===== src/rtl/b64e_pkg.sv =====
// ---------------------------------------------------------------------------
// b64e_pkg
// Shared types, constants and the sextet-to-character mapping for the
// base64 stream encoder.
// ---------------------------------------------------------------------------
package b64e_pkg;

  localparam logic CMD_DATA   = 1'b0;
  localparam logic CMD_FINISH = 1'b1;

  localparam logic [7:0] CHAR_PAD     = 8'h3D;  // '='
  localparam logic [7:0] CHAR_NL      = 8'h0A;
  localparam logic [7:0] CHAR_PLUS    = 8'h2B;  // '+'
  localparam logic [7:0] CHAR_SLASH   = 8'h2F;  // '/'
  localparam logic [7:0] CHAR_UPPER_A = 8'h41;
  localparam logic [7:0] CHAR_LOWER_A = 8'h61;
  localparam logic [7:0] CHAR_DIGIT_0 = 8'h30;

  localparam logic [7:0] LINE_LENGTH_RESET = 8'd76;
  localparam logic [8:0] GROUP_COLS        = 9'd4;

  // Character slot indexes within a group
  localparam logic [2:0] SLOT_THIRD = 3'd2;
  localparam logic [2:0] SLOT_LAST  = 3'd3;
  localparam logic [2:0] SLOT_NL    = 3'd4;

  localparam int QUEUE_DEPTH_DEFAULT = 2;

  // One queued group: 24 data bits, index of its final character,
  // number of trailing pad characters, and the finish flag.
  typedef struct packed {
    logic [23:0] bits;
    logic [2:0]  last_idx;
    logic [1:0]  pads;
    logic        fin;
  } group_t;

  function automatic logic [7:0] sextet_char(input logic [5:0] v);
    logic [7:0] c;
    if (v < 6'd26) begin
      c = CHAR_UPPER_A + {2'b00, v};
    end else if (v < 6'd52) begin
      c = CHAR_LOWER_A + {2'b00, v - 6'd26};
    end else if (v < 6'd62) begin
      c = CHAR_DIGIT_0 + {2'b00, v - 6'd52};
    end else if (v == 6'd62) begin
      c = CHAR_PLUS;
    end else begin
      c = CHAR_SLASH;
    end
    return c;
  endfunction

endpackage


===== src/rtl/b64e_front.sv =====
// ---------------------------------------------------------------------------
// b64e_front
// Accepts input items, collects bytes into groups of three, tracks the line
// column and pushes complete or flushed groups into the queue.
// ---------------------------------------------------------------------------
module b64e_front (
  input  logic            clk,
  input  logic            rst_n,
  input  logic [7:0]      line_length,
  input  logic            acc,
  input  logic            command,
  input  logic [7:0]      data_byte,
  output logic            push,
  output b64e_pkg::group_t push_grp
);
  import b64e_pkg::*;

  logic [7:0] held0_r, held0_nxt;
  logic [7:0] held1_r, held1_nxt;
  logic [1:0] cnt_r, cnt_nxt;
  logic [7:0] col_r, col_nxt;
  logic [8:0] col_sum;
  logic       wrap;

  // Column summed at full width, so it never wraps before the compare
  assign col_sum = {1'b0, col_r} + GROUP_COLS;
  assign wrap    = (col_sum >= {1'b0, line_length});

  always_comb begin
    held0_nxt = held0_r;
    held1_nxt = held1_r;
    cnt_nxt   = cnt_r;
    col_nxt   = col_r;
    push      = 1'b0;
    push_grp  = '0;
    if (acc) begin
      if (command == CMD_DATA) begin
        if (cnt_r == 2'd0) begin
          held0_nxt = data_byte;
          cnt_nxt   = 2'd1;
        end else if (cnt_r == 2'd1) begin
          held1_nxt = data_byte;
          cnt_nxt   = 2'd2;
        end else begin
          push              = 1'b1;
          push_grp.bits     = {held0_r, held1_r, data_byte};
          push_grp.last_idx = wrap ? SLOT_NL : SLOT_LAST;
          push_grp.pads     = 2'd0;
          push_grp.fin      = 1'b0;
          col_nxt           = wrap ? 8'd0 : col_sum[7:0];
          cnt_nxt           = 2'd0;
        end
      end else if (cnt_r != 2'd0) begin
        push              = 1'b1;
        push_grp.bits     = {held0_r, (cnt_r == 2'd2) ? held1_r : 8'd0, 8'd0};
        push_grp.last_idx = SLOT_LAST;
        push_grp.pads     = (cnt_r == 2'd2) ? 2'd1 : 2'd2;
        push_grp.fin      = 1'b1;
        col_nxt           = 8'd0;
        cnt_nxt           = 2'd0;
      end
    end
  end

  always_ff @(posedge clk) begin
    if (!rst_n) begin
      cnt_r   <= 2'd0;
      col_r   <= 8'd0;
      held0_r <= 8'd0;
      held1_r <= 8'd0;
    end else begin
      cnt_r   <= cnt_nxt;
      col_r   <= col_nxt;
      held0_r <= held0_nxt;
      held1_r <= held1_nxt;
    end
  end

endmodule


===== src/rtl/b64e_queue.sv =====
// ---------------------------------------------------------------------------
// b64e_queue
// Small register queue of groups between the front and the serializer.
// ---------------------------------------------------------------------------
module b64e_queue #(
  parameter int Depth = b64e_pkg::QUEUE_DEPTH_DEFAULT
) (
  input  logic             clk,
  input  logic             rst_n,
  input  logic             push,
  input  b64e_pkg::group_t push_grp,
  input  logic             pop,
  output logic             full,
  output logic             not_empty,
  output b64e_pkg::group_t head
);
  import b64e_pkg::*;

  localparam int PtrW = (Depth > 1) ? $clog2(Depth) : 1;
  localparam int CntW = $clog2(Depth + 1);
  localparam logic [PtrW-1:0] PtrLast = PtrW'(Depth - 1);
  localparam logic [CntW-1:0] CntFull = CntW'(Depth);

  group_t          mem_r [Depth];
  logic [PtrW-1:0] wp_r, wp_nxt;
  logic [PtrW-1:0] rp_r, rp_nxt;
  logic [CntW-1:0] cnt_r, cnt_nxt;

  assign full      = (cnt_r == CntFull);
  assign not_empty = (cnt_r != '0);
  assign head      = mem_r[rp_r];

  always_comb begin
    wp_nxt  = wp_r;
    rp_nxt  = rp_r;
    cnt_nxt = cnt_r;
    if (push) begin
      wp_nxt = (wp_r == PtrLast) ? '0 : wp_r + 1'b1;
    end
    if (pop) begin
      rp_nxt = (rp_r == PtrLast) ? '0 : rp_r + 1'b1;
    end
    if (push && !pop) begin
      cnt_nxt = cnt_r + 1'b1;
    end else if (pop && !push) begin
      cnt_nxt = cnt_r - 1'b1;
    end
  end

  always_ff @(posedge clk) begin
    if (!rst_n) begin
      wp_r  <= '0;
      rp_r  <= '0;
      cnt_r <= '0;
    end else begin
      wp_r  <= wp_nxt;
      rp_r  <= rp_nxt;
      cnt_r <= cnt_nxt;
    end
  end

  always_ff @(posedge clk) begin
    if (push) begin
      mem_r[wp_r] <= push_grp;
    end
  end

endmodule


===== src/rtl/b64e_back.sv =====
// ---------------------------------------------------------------------------
// b64e_back
// Serializes the queue head one character per cycle, while out_stall is low,
// into the output register, popping the group as its final character loads.
// ---------------------------------------------------------------------------
module b64e_back (
  input  logic             clk,
  input  logic             rst_n,
  input  logic             grp_valid,
  input  b64e_pkg::group_t grp,
  output logic             pop,
  output logic             out_valid,
  input  logic             out_stall,
  output logic [7:0]       out_char,
  output logic             out_last_of_run,
  output logic             out_message_end
);
  import b64e_pkg::*;

  logic       vld_r, vld_nxt;
  logic [2:0] idx_r, idx_nxt;
  logic [7:0] char_r;
  logic       last_r;
  logic       fin_r;
  logic       load;
  logic       is_last;
  logic       is_pad;
  logic [5:0] sextet;
  logic [7:0] ch;

  assign load    = grp_valid && (!vld_r || !out_stall);
  assign is_last = (idx_r == grp.last_idx);
  assign pop     = load && is_last;

  // Trailing pad slots depend on how many bytes the flushed group held
  assign is_pad = ((idx_r == SLOT_LAST) && (grp.pads != 2'd0)) ||
                  ((idx_r == SLOT_THIRD) && (grp.pads == 2'd2));

  always_comb begin
    unique case (idx_r[1:0])
      2'd0:    sextet = grp.bits[23:18];
      2'd1:    sextet = grp.bits[17:12];
      2'd2:    sextet = grp.bits[11:6];
      default: sextet = grp.bits[5:0];
    endcase
  end

  always_comb begin
    priority if (idx_r == SLOT_NL) begin
      ch = CHAR_NL;
    end else if (is_pad) begin
      ch = CHAR_PAD;
    end else begin
      ch = sextet_char(sextet);
    end
  end

  always_comb begin
    vld_nxt = vld_r;
    idx_nxt = idx_r;
    if (load) begin
      vld_nxt = 1'b1;
      idx_nxt = is_last ? 3'd0 : idx_r + 3'd1;
    end else if (!out_stall) begin
      vld_nxt = 1'b0;
    end
  end

  always_ff @(posedge clk) begin
    if (!rst_n) begin
      vld_r <= 1'b0;
      idx_r <= 3'd0;
    end else begin
      vld_r <= vld_nxt;
      idx_r <= idx_nxt;
    end
  end

  always_ff @(posedge clk) begin
    if (load) begin
      char_r <= ch;
      last_r <= is_last;
      fin_r  <= grp.fin;
    end
  end

  assign out_valid       = vld_r;
  assign out_char        = char_r;
  assign out_last_of_run = last_r;
  assign out_message_end = fin_r;

endmodule


===== src/rtl/base64_stream_encoder_core.sv =====
// ---------------------------------------------------------------------------
// base64_stream_encoder_core
// Line-wrapped base64 stream encoder with a byte input and character output.
// ---------------------------------------------------------------------------
// Bytes go in one item at a time; every third byte produces four base64
// characters, followed by a newline when the line column reaches the
// programmed line length. A finish item flushes one or two held bytes as
// four characters padded with '=' and clears the column. The front stage
// takes one item per cycle while the group queue has room; the output side
// emits one character per cycle while out_stall is low, so sustained
// throughput is set by the serializer, which emits four characters per
// three-byte group, plus a newline when the line wraps. A completing byte's
// group is written into the queue and then loaded into the output register.
// line_length resets to 76 and may be written only while the block is idle.
module base64_stream_encoder_core #(
  parameter int QueueDepth = b64e_pkg::QUEUE_DEPTH_DEFAULT
) (
  input  logic       clk,
  input  logic       rst_n,
  input  logic       cfg_we,
  input  logic [7:0] cfg_wdata,
  input  logic       in_valid,
  output logic       in_stall,
  input  logic       in_command,
  input  logic [7:0] in_data_byte,
  output logic       out_valid,
  input  logic       out_stall,
  output logic [7:0] out_char,
  output logic       out_last_of_run,
  output logic       out_message_end
);
  import b64e_pkg::*;

  logic [7:0] line_length_r;
  logic       in_acc;
  logic       push;
  group_t     push_grp;
  logic       pop;
  logic       q_full;
  logic       q_not_empty;
  group_t     q_head;

  always_ff @(posedge clk) begin
    if (!rst_n) begin
      line_length_r <= LINE_LENGTH_RESET;
    end else if (cfg_we) begin
      line_length_r <= cfg_wdata;
    end
  end

  assign in_stall = q_full;
  assign in_acc   = in_valid && !q_full;

  b64e_front u_front (
    .clk         (clk),
    .rst_n       (rst_n),
    .line_length (line_length_r),
    .acc         (in_acc),
    .command     (in_command),
    .data_byte   (in_data_byte),
    .push        (push),
    .push_grp    (push_grp)
  );

  b64e_queue #(
    .Depth (QueueDepth)
  ) u_queue (
    .clk       (clk),
    .rst_n     (rst_n),
    .push      (push),
    .push_grp  (push_grp),
    .pop       (pop),
    .full      (q_full),
    .not_empty (q_not_empty),
    .head      (q_head)
  );

  b64e_back u_back (
    .clk             (clk),
    .rst_n           (rst_n),
    .grp_valid       (q_not_empty),
    .grp             (q_head),
    .pop             (pop),
    .out_valid       (out_valid),
    .out_stall       (out_stall),
    .out_char        (out_char),
    .out_last_of_run (out_last_of_run),
    .out_message_end (out_message_end)
  );

endmodule


===== config.mk =====
export PLATFORM = sky130hd
export DESIGN_NAME = base64_stream_encoder_core
export DESIGN_NICKNAME = d
export VERILOG_FILES = /design/src/rtl/b64e_pkg.sv /design/src/rtl/b64e_front.sv /design/src/rtl/b64e_queue.sv /design/src/rtl/b64e_back.sv /design/src/rtl/base64_stream_encoder_core.sv
export SDC_FILE = /design/constraint.sdc
export NUM_CORES = 1
export LEC_CHECK = 0
export BUFFER_PORTS_ARGS = -buffer_cell sky130_fd_sc_hd__buf_2
export CORE_MARGIN = 5
export CORE_UTILIZATION = 60
export CTS_BUF_LIST = sky130_fd_sc_hd__clkbuf_16
export DETAILED_ROUTE_END_ITERATION = 8
export GPL_TIMING_DRIVEN = 1
export HOLD_SLACK_MARGIN = 0.15
export PLACE_DENSITY_LB_ADDON = 0.05
export SETUP_SLACK_MARGIN = 0.5
export SYNTH_ARGS = -nofsm -noshare
export SYNTH_HDL_FRONTEND = slang
export SYNTH_SLANG_ARGS = --single-unit

===== constraint.sdc =====
create_clock -name clk -period 7.6 [get_ports clk]
set_input_delay 0.38 -clock clk [delete_from_list [all_inputs] [get_ports clk]]
set_output_delay 0.38 -clock clk [all_outputs]
set_load 0.01 [all_outputs]

* Yosys cells after proc, flatten, opt, wreduce, memory -nomap -nowiden
Memory sizes are Yosys's and may differ from the RTL's. A register that Yosys moved wholly into a read port is not among the register bits. Cells that the tools add are included.
Storage, ports and cells: memories 1, register bits 52, memory bits (writable) 60, input bits 22
Memory list:
- u_queue.mem_r | depth 2, bits a word 30, read ports 1, clocked after memory_dff 1, wr ports 1, RTL line b64e_queue.sv:24 | group_t mem_r [Depth];
Cells by class: equal/unequal tests 15, bitwise logic cells 2, $lt $le $gt $ge 4, mux-type cells 39, reductions and logical operators 25, add/sub/neg operators 11
Operators by type and width (count):
- two-way mux 30 bit | 5
- two-way mux 8 bit | 9
- one-hot mux 6 bit (3 select lines) | 1
- adder 7 x 6 -> 8 bit (first input constant) | 2
- two-way mux 2 bit | 7
- two-way mux 1 bit | 13
- less-than comparator 6 bit (second input constant) | 2
- adder 8 x 3 -> 9 bit (second input constant) | 1
- >= comparator 9 x 8 -> 1 bit | 1
- two-way mux 3 bit | 3
- equality test 2 bit (second input constant) | 4
- AND reduction 4 bit | 2
- nonzero test 2 bit | 4
- adder 6 x 6 -> 7 bit (first input constant) | 1
- logical AND 1 bit | 7
- equality test 3 x 2 -> 1 bit (second input constant) | 2
- equality test 6 bit (second input constant) | 1
- less-than comparator 6 x 5 -> 1 bit (second input constant) | 1
- two-way mux 6 bit | 1
- subtractor 6 x 5 -> 6 bit (second input constant) | 1
- subtractor 6 bit (second input constant) | 1
- zero test 1 bit | 5
- equality test 2 x 1 -> 1 bit (second input constant) | 2
- zero test 2 bit | 2
- 13 further kinds | 18

* Depth between registers and ports, before layout
depth in word-level cells 9, depth in mapped cells 15, mapped depth without buffers 14

* By module
From an unflattened synthesis, not the netlist that was laid out.
Unflattened totals: cell total of the unflattened synthesis 471, area, all modules 5461.5 um^2
By module, submodules not included:
- b64e_queue | instances 1, cells an instance 115, area an instance 2376.0 um^2
- b64e_front | instances 1, cells an instance 179, area an instance 1401.3 um^2
- b64e_back | instances 1, cells an instance 151, area an instance 1383.8 um^2
- base64_stream_encoder_core | instances 1, cells an instance 26, area an instance 300.3 um^2

* Worst setup path before layout
No wires, ideal clock.
kind input to register, start input in_command, end memory u_queue.mem_r[0][0] (netlist name) (enable), stages 3, setup time 454 ps, arrival 2800 ps, path buffers 1, data required time 7146 ps, slack 4346 ps, path through clkbuf_1 a21oi_1 nor3_1
Between the ends: longest elaborated chain between the ends 4
Ends and longest elaborated chain:
- start: declaration | RTL line base64_stream_encoder_core.sv:24 | input logic in_command,
- two-way mux 1 bit | RTL line b64e_front.sv:37 | if (command == CMD_DATA) begin
- two-way mux 1 bit | RTL line b64e_front.sv:36 | if (acc) begin
- two-way mux 1 bit | RTL line b64e_queue.sv:63 | if (push) begin
- two-way mux 1 bit (implied by the code) | RTL line b64e_queue.sv:64 | mem_r[wp_r] <= push_grp;
- end: declaration | RTL line b64e_queue.sv:24
Every way passes these cells.

* Worst setup path in the final report
start register u_back.idx_r[0], end register u_back.char_r[3], in the netlist u_back.out_char[3] (data pin)
Between the ends: longest elaborated chain between the ends 7, elaborated cells on any way between the ends 22, classes of those cells 5 x add/sub; 3 x order compare; 5 x eq/ne; 4 x mux; 5 x reduce/logical
Ends and longest elaborated chain:
- start: declaration | RTL line b64e_back.sv:21 | logic [2:0] idx_r, idx_nxt;
- start signal: assignment | RTL line b64e_back.sv:75 | idx_r <= idx_nxt;
- equality test 2 bit (tied with other cells) | RTL line b64e_back.sv:40 | unique case (idx_r[1:0])
- one-hot mux 6 bit (3 select lines) | RTL line b64e_back.sv:40
- subtractor 6 bit | RTL line b64e_pkg.sv:45 | c = CHAR_DIGIT_0 + {2'b00, v - 6'd52};
- adder 6 x 6 -> 7 bit | RTL line b64e_pkg.sv:45
- two-way mux 8 bit | RTL line b64e_pkg.sv:44 | end else if (v < 6'd62) begin
- two-way mux 8 bit | RTL line b64e_pkg.sv:42 | end else if (v < 6'd52) begin
- two-way mux 8 bit | RTL line b64e_pkg.sv:40 | if (v < 6'd26) begin
- end signal: assignment | RTL line b64e_back.sv:81 | char_r <= ch;
- end: declaration | RTL line b64e_back.sv:22 | logic [7:0] char_r;
Several ways; a longest one is shown, not always the timed one. A chain may end at the register's enable or synchronous reset.

==> impl_metrics.ini <==
[status]
outcome = finished clean

[clocking]
htree_levels = 3
clk_latency_ps = 340
cts_tree = built
post-cts-setup-buffers = 0
tritoncts_num_sinks = 109
clockRootBuffer = clkbuf_16
clockBufferDepth = 2
cts_resized = 0
cts_buffers = 9
clk_pin_slew_ps = 70
cts_hold_buf = 0

[yosys]
ys_async_sr_fraction_pct = 0
synth_compound_area_share_pct = 13.02
synth_flop_cell = edfxtp_1
syn_nets = 506
synth.most_common_cell = edfxtp_1
netlist_instances = 461
synth-xor-area-share_pct = 2.661
yosys-top-cells-area = edfxtp_1 39%, dfxtp_1 16%, ha_1 5.5%
synth_area_per_cell_um2 = 11.32
synth_top_family_by_area = simple AND/OR/NAND/NOR gates
synth-simple-area-share_pct = 15.63
synthTopCellsByCount = 68 x edfxtp_1, 41 x dfxtp_1, 40 x nand2_1
yosysWarnings = 0
ys_seq_area_share_pct = 54.85
synth_area_um2 = 5219
ys_ff_latch = 109
synth_top_cell_area_share_pct = 39.13
synth.area.mux_share_pct = 5.179
yosysTopAreaCell = edfxtp_1
synth-edff-count = 68
synth_fa_ha_area_share_pct = 5.514
ys_types = 57

[global_route]
antenna_found_initial = 0
grt-ovfl-total = 0
grt_use_total_pct = 20.64
grt_start_max_net_pins = 36
grt_pass1_vias = 3403
grt_first_pass_wirelength_mm = 16.88

[timing]
fin_worst_skew_ps = 10.85
tightest_slew_ps = 1017
setup_viol = 0
rsz0062_at_grt = no
final_max_slew_viol_count = 0
fin_crit_sh_pct = 50.17
fmax_mhz = 262.2
period_minus_slack_ps = 3813
tns_ps = 0
hold_viol = 0
slew_headroom_pct = 31.68

[finish]
antenna_cells = 0
register_area_um2 = 2863
multi_input_area_um2 = 2197
final_layout_size_suffix_gt1_share_pct = 13.10
fin_nets = 536
fillers = 668
area_growth_pct = 10.21

[floorplan]
die_x_um = 103.3
num_io_pins = 34
coreArea_um2 = 8593
start_util_pct = 60.73
core.rowCount = 34
dieArea_um2 = 10660
fp.dieH_um = 103.3

[critical_path]
r2r_end = u_back.out_char[3]$_SDFFCE_PP1P_
critPathRequiredTime_ps = 7670
cp-end-kind = flop
crit_path_start_kind = flop
reg2reg_slack_ps = 3790
r2r-start = u_back.idx_r[0]$_SDFFE_PN0P_
crit_arrival_ps = 3880
critPathMaxFanout = 19
rr_worst_depth = 9
crit_type = reg -> reg

[job]
max_cap_violations = 0

[worst_hold_path]
whs_endpoint = line_length_r[3]$_SDFFE_PN1P_
hp-class = in -> reg
min-delay-start = cfg_wdata[3]
worst_hold_path.num_cells = 3

[routing]
viasPerCell = 5.712
ant_nets = 0
drc = 0
wire_per_inst_um = 16.95
drt-pass1-iter-count = 5
routed_wl_mm = 10.24
drt_iter0_drc = 164
dr_total_vias = 3450

[place]
gp_congestion = 0.8654
io_buffers = 33
hpwl_mm = 7.546

[power]
leakagePower_nw = 2.211
max-vdd-ir-drop_v = 0.0001543
power_mw = 1.588
power_density_nw_per_um2 = 276.1
## flip-flops by register name, summed over array words and instances (netlist names), named ones only
name,flops
u_back.out_message_end,1
u_front.cnt_r,2
u_front.held0_r,8
u_back.out_char,8
u_back.idx_r,3
u_queue.cnt_r,2
u_queue.rp_r,1
u_queue.wp_r,1
u_front.held1_r,8
u_back.out_valid,1
line_length_r,8
u_back.out_last_of_run,1
u_front.col_r,6
u_queue.mem_r,58
## power by group
group	switching [mW]	total (mW)	internal, mW
clock network	0.212	0.441	0.229
registers	0.0164	0.690	0.673
logic	0.267	0.457	0.190
total	0.496	1.59	1.09
## per-layer routing
metal	GRT usage [%]	up-vias	wire length, µm
li1	-	1729	-
met1	29.25	1634	4890
met2	32.12	76	4762
met3	4.359	11	468
met4	6.375	0	115
met5	0	-	0
## per-stage QoR
step | utilization (%) | instances | hold WS [ps] | cell area (µm²) | setup slack (ps)
after floorplan | - | 461 | 438.8 | 5219 | 4346
after global placement | 63.60 | 588 | 449.0 | 5465 | 4013
after detailed placement | 63.60 | 588 | 453.6 | 5465 | 3844
after CTS | 66.93 | 604 | 248.2 | 5752 | 3834
after global routing | 66.93 | 604 | 259.7 | 5752 | 3541
final | 66.93 | 604 | 255.0 | 5752 | 3787
## critical path, stage by stage, from the launching register on
cell,delay [ps]
dfxtp_1,440
ha_1,660
nor2b_1,170
a32oi_1,350
nand2_1,220
ha_1,300
nor3_1,840
nand2_1,230
o2bb2ai_1,220
o211ai_1,110
## kinds of logic (layout without fill, tap and decap cells)
| group | after synthesis | in the layout |
|---|---|---|
| AND/OR/NAND/NOR | 158 | 158 |
| flip-flops | 109 | 109 |
| AO/OA/AOI/OAI | 92 | 92 |
| buffers and inverters | 38 | 73 |
| multiplexers | 26 | 26 |
| adder cells (fa/ha/maj) | 23 | 23 |
| XOR/XNOR | 15 | 15 |
## area by class of cell
type	count	area share, %
Sequential cell	109	49.77
Multi-Input combinational cell	314	38.20
Clock buffer	9	3.916
Timing Repair Buffer	37	3.394
Tap cell	108	2.349
Inverter	20	1.305
Clock inverter	7	1.066
## cell usage in the layout (no fill, tap or decap), types with 3 or more instances in the layout
cell type  instances
edfxtp_1          68
dfxtp_1           41
nand2_1           40
buf_2             33
and2_1            31
ha_1              23
inv_1             21
mux2i_1           21
nand3_1           21
nor2_1            20
a21oi_1           18
nor2b_1           17
xnor2_1           12
a21boi_0          12
clkbuf_16          9
a22oi_1            8
o21ai_0            7
nor3_1             7
a211oi_1           6
nand2b_1           5
o21a_1             5
a21o_1             5
o211ai_1           4
buf_4              4
mux2_2             3
or3_1              3
and3_1             3
a22o_1             3
clkinv_4           3
## how the worst max path moves through the flow
stage,slack [ps],startpoint,endpoint,cells after the start
after global placement,4010,u_back.idx_r[0]$_SDFFE_PN0P_,u_back.out_char[1]$_SDFFCE_PP1P_,12
after floorplan,4350,in_command,u_queue.mem_r[0][0]$_DFFE_PP_,3
after CTS,3830,u_back.idx_r[0]$_SDFFE_PN0P_,u_back.out_char[5]$_SDFFCE_PP0P_,13
after detailed placement,3840,u_back.idx_r[0]$_SDFFE_PN0P_,u_back.out_char[5]$_SDFFCE_PP0P_,13
final,3790,u_back.idx_r[0]$_SDFFE_PN0P_,u_back.out_char[3]$_SDFFCE_PP1P_,9
after global routing,3540,u_back.idx_r[0]$_SDFFE_PN0P_,u_back.out_char[5]$_SDFFCE_PP0P_,13
Note: power is estimated with default switching activity, not from simulation.
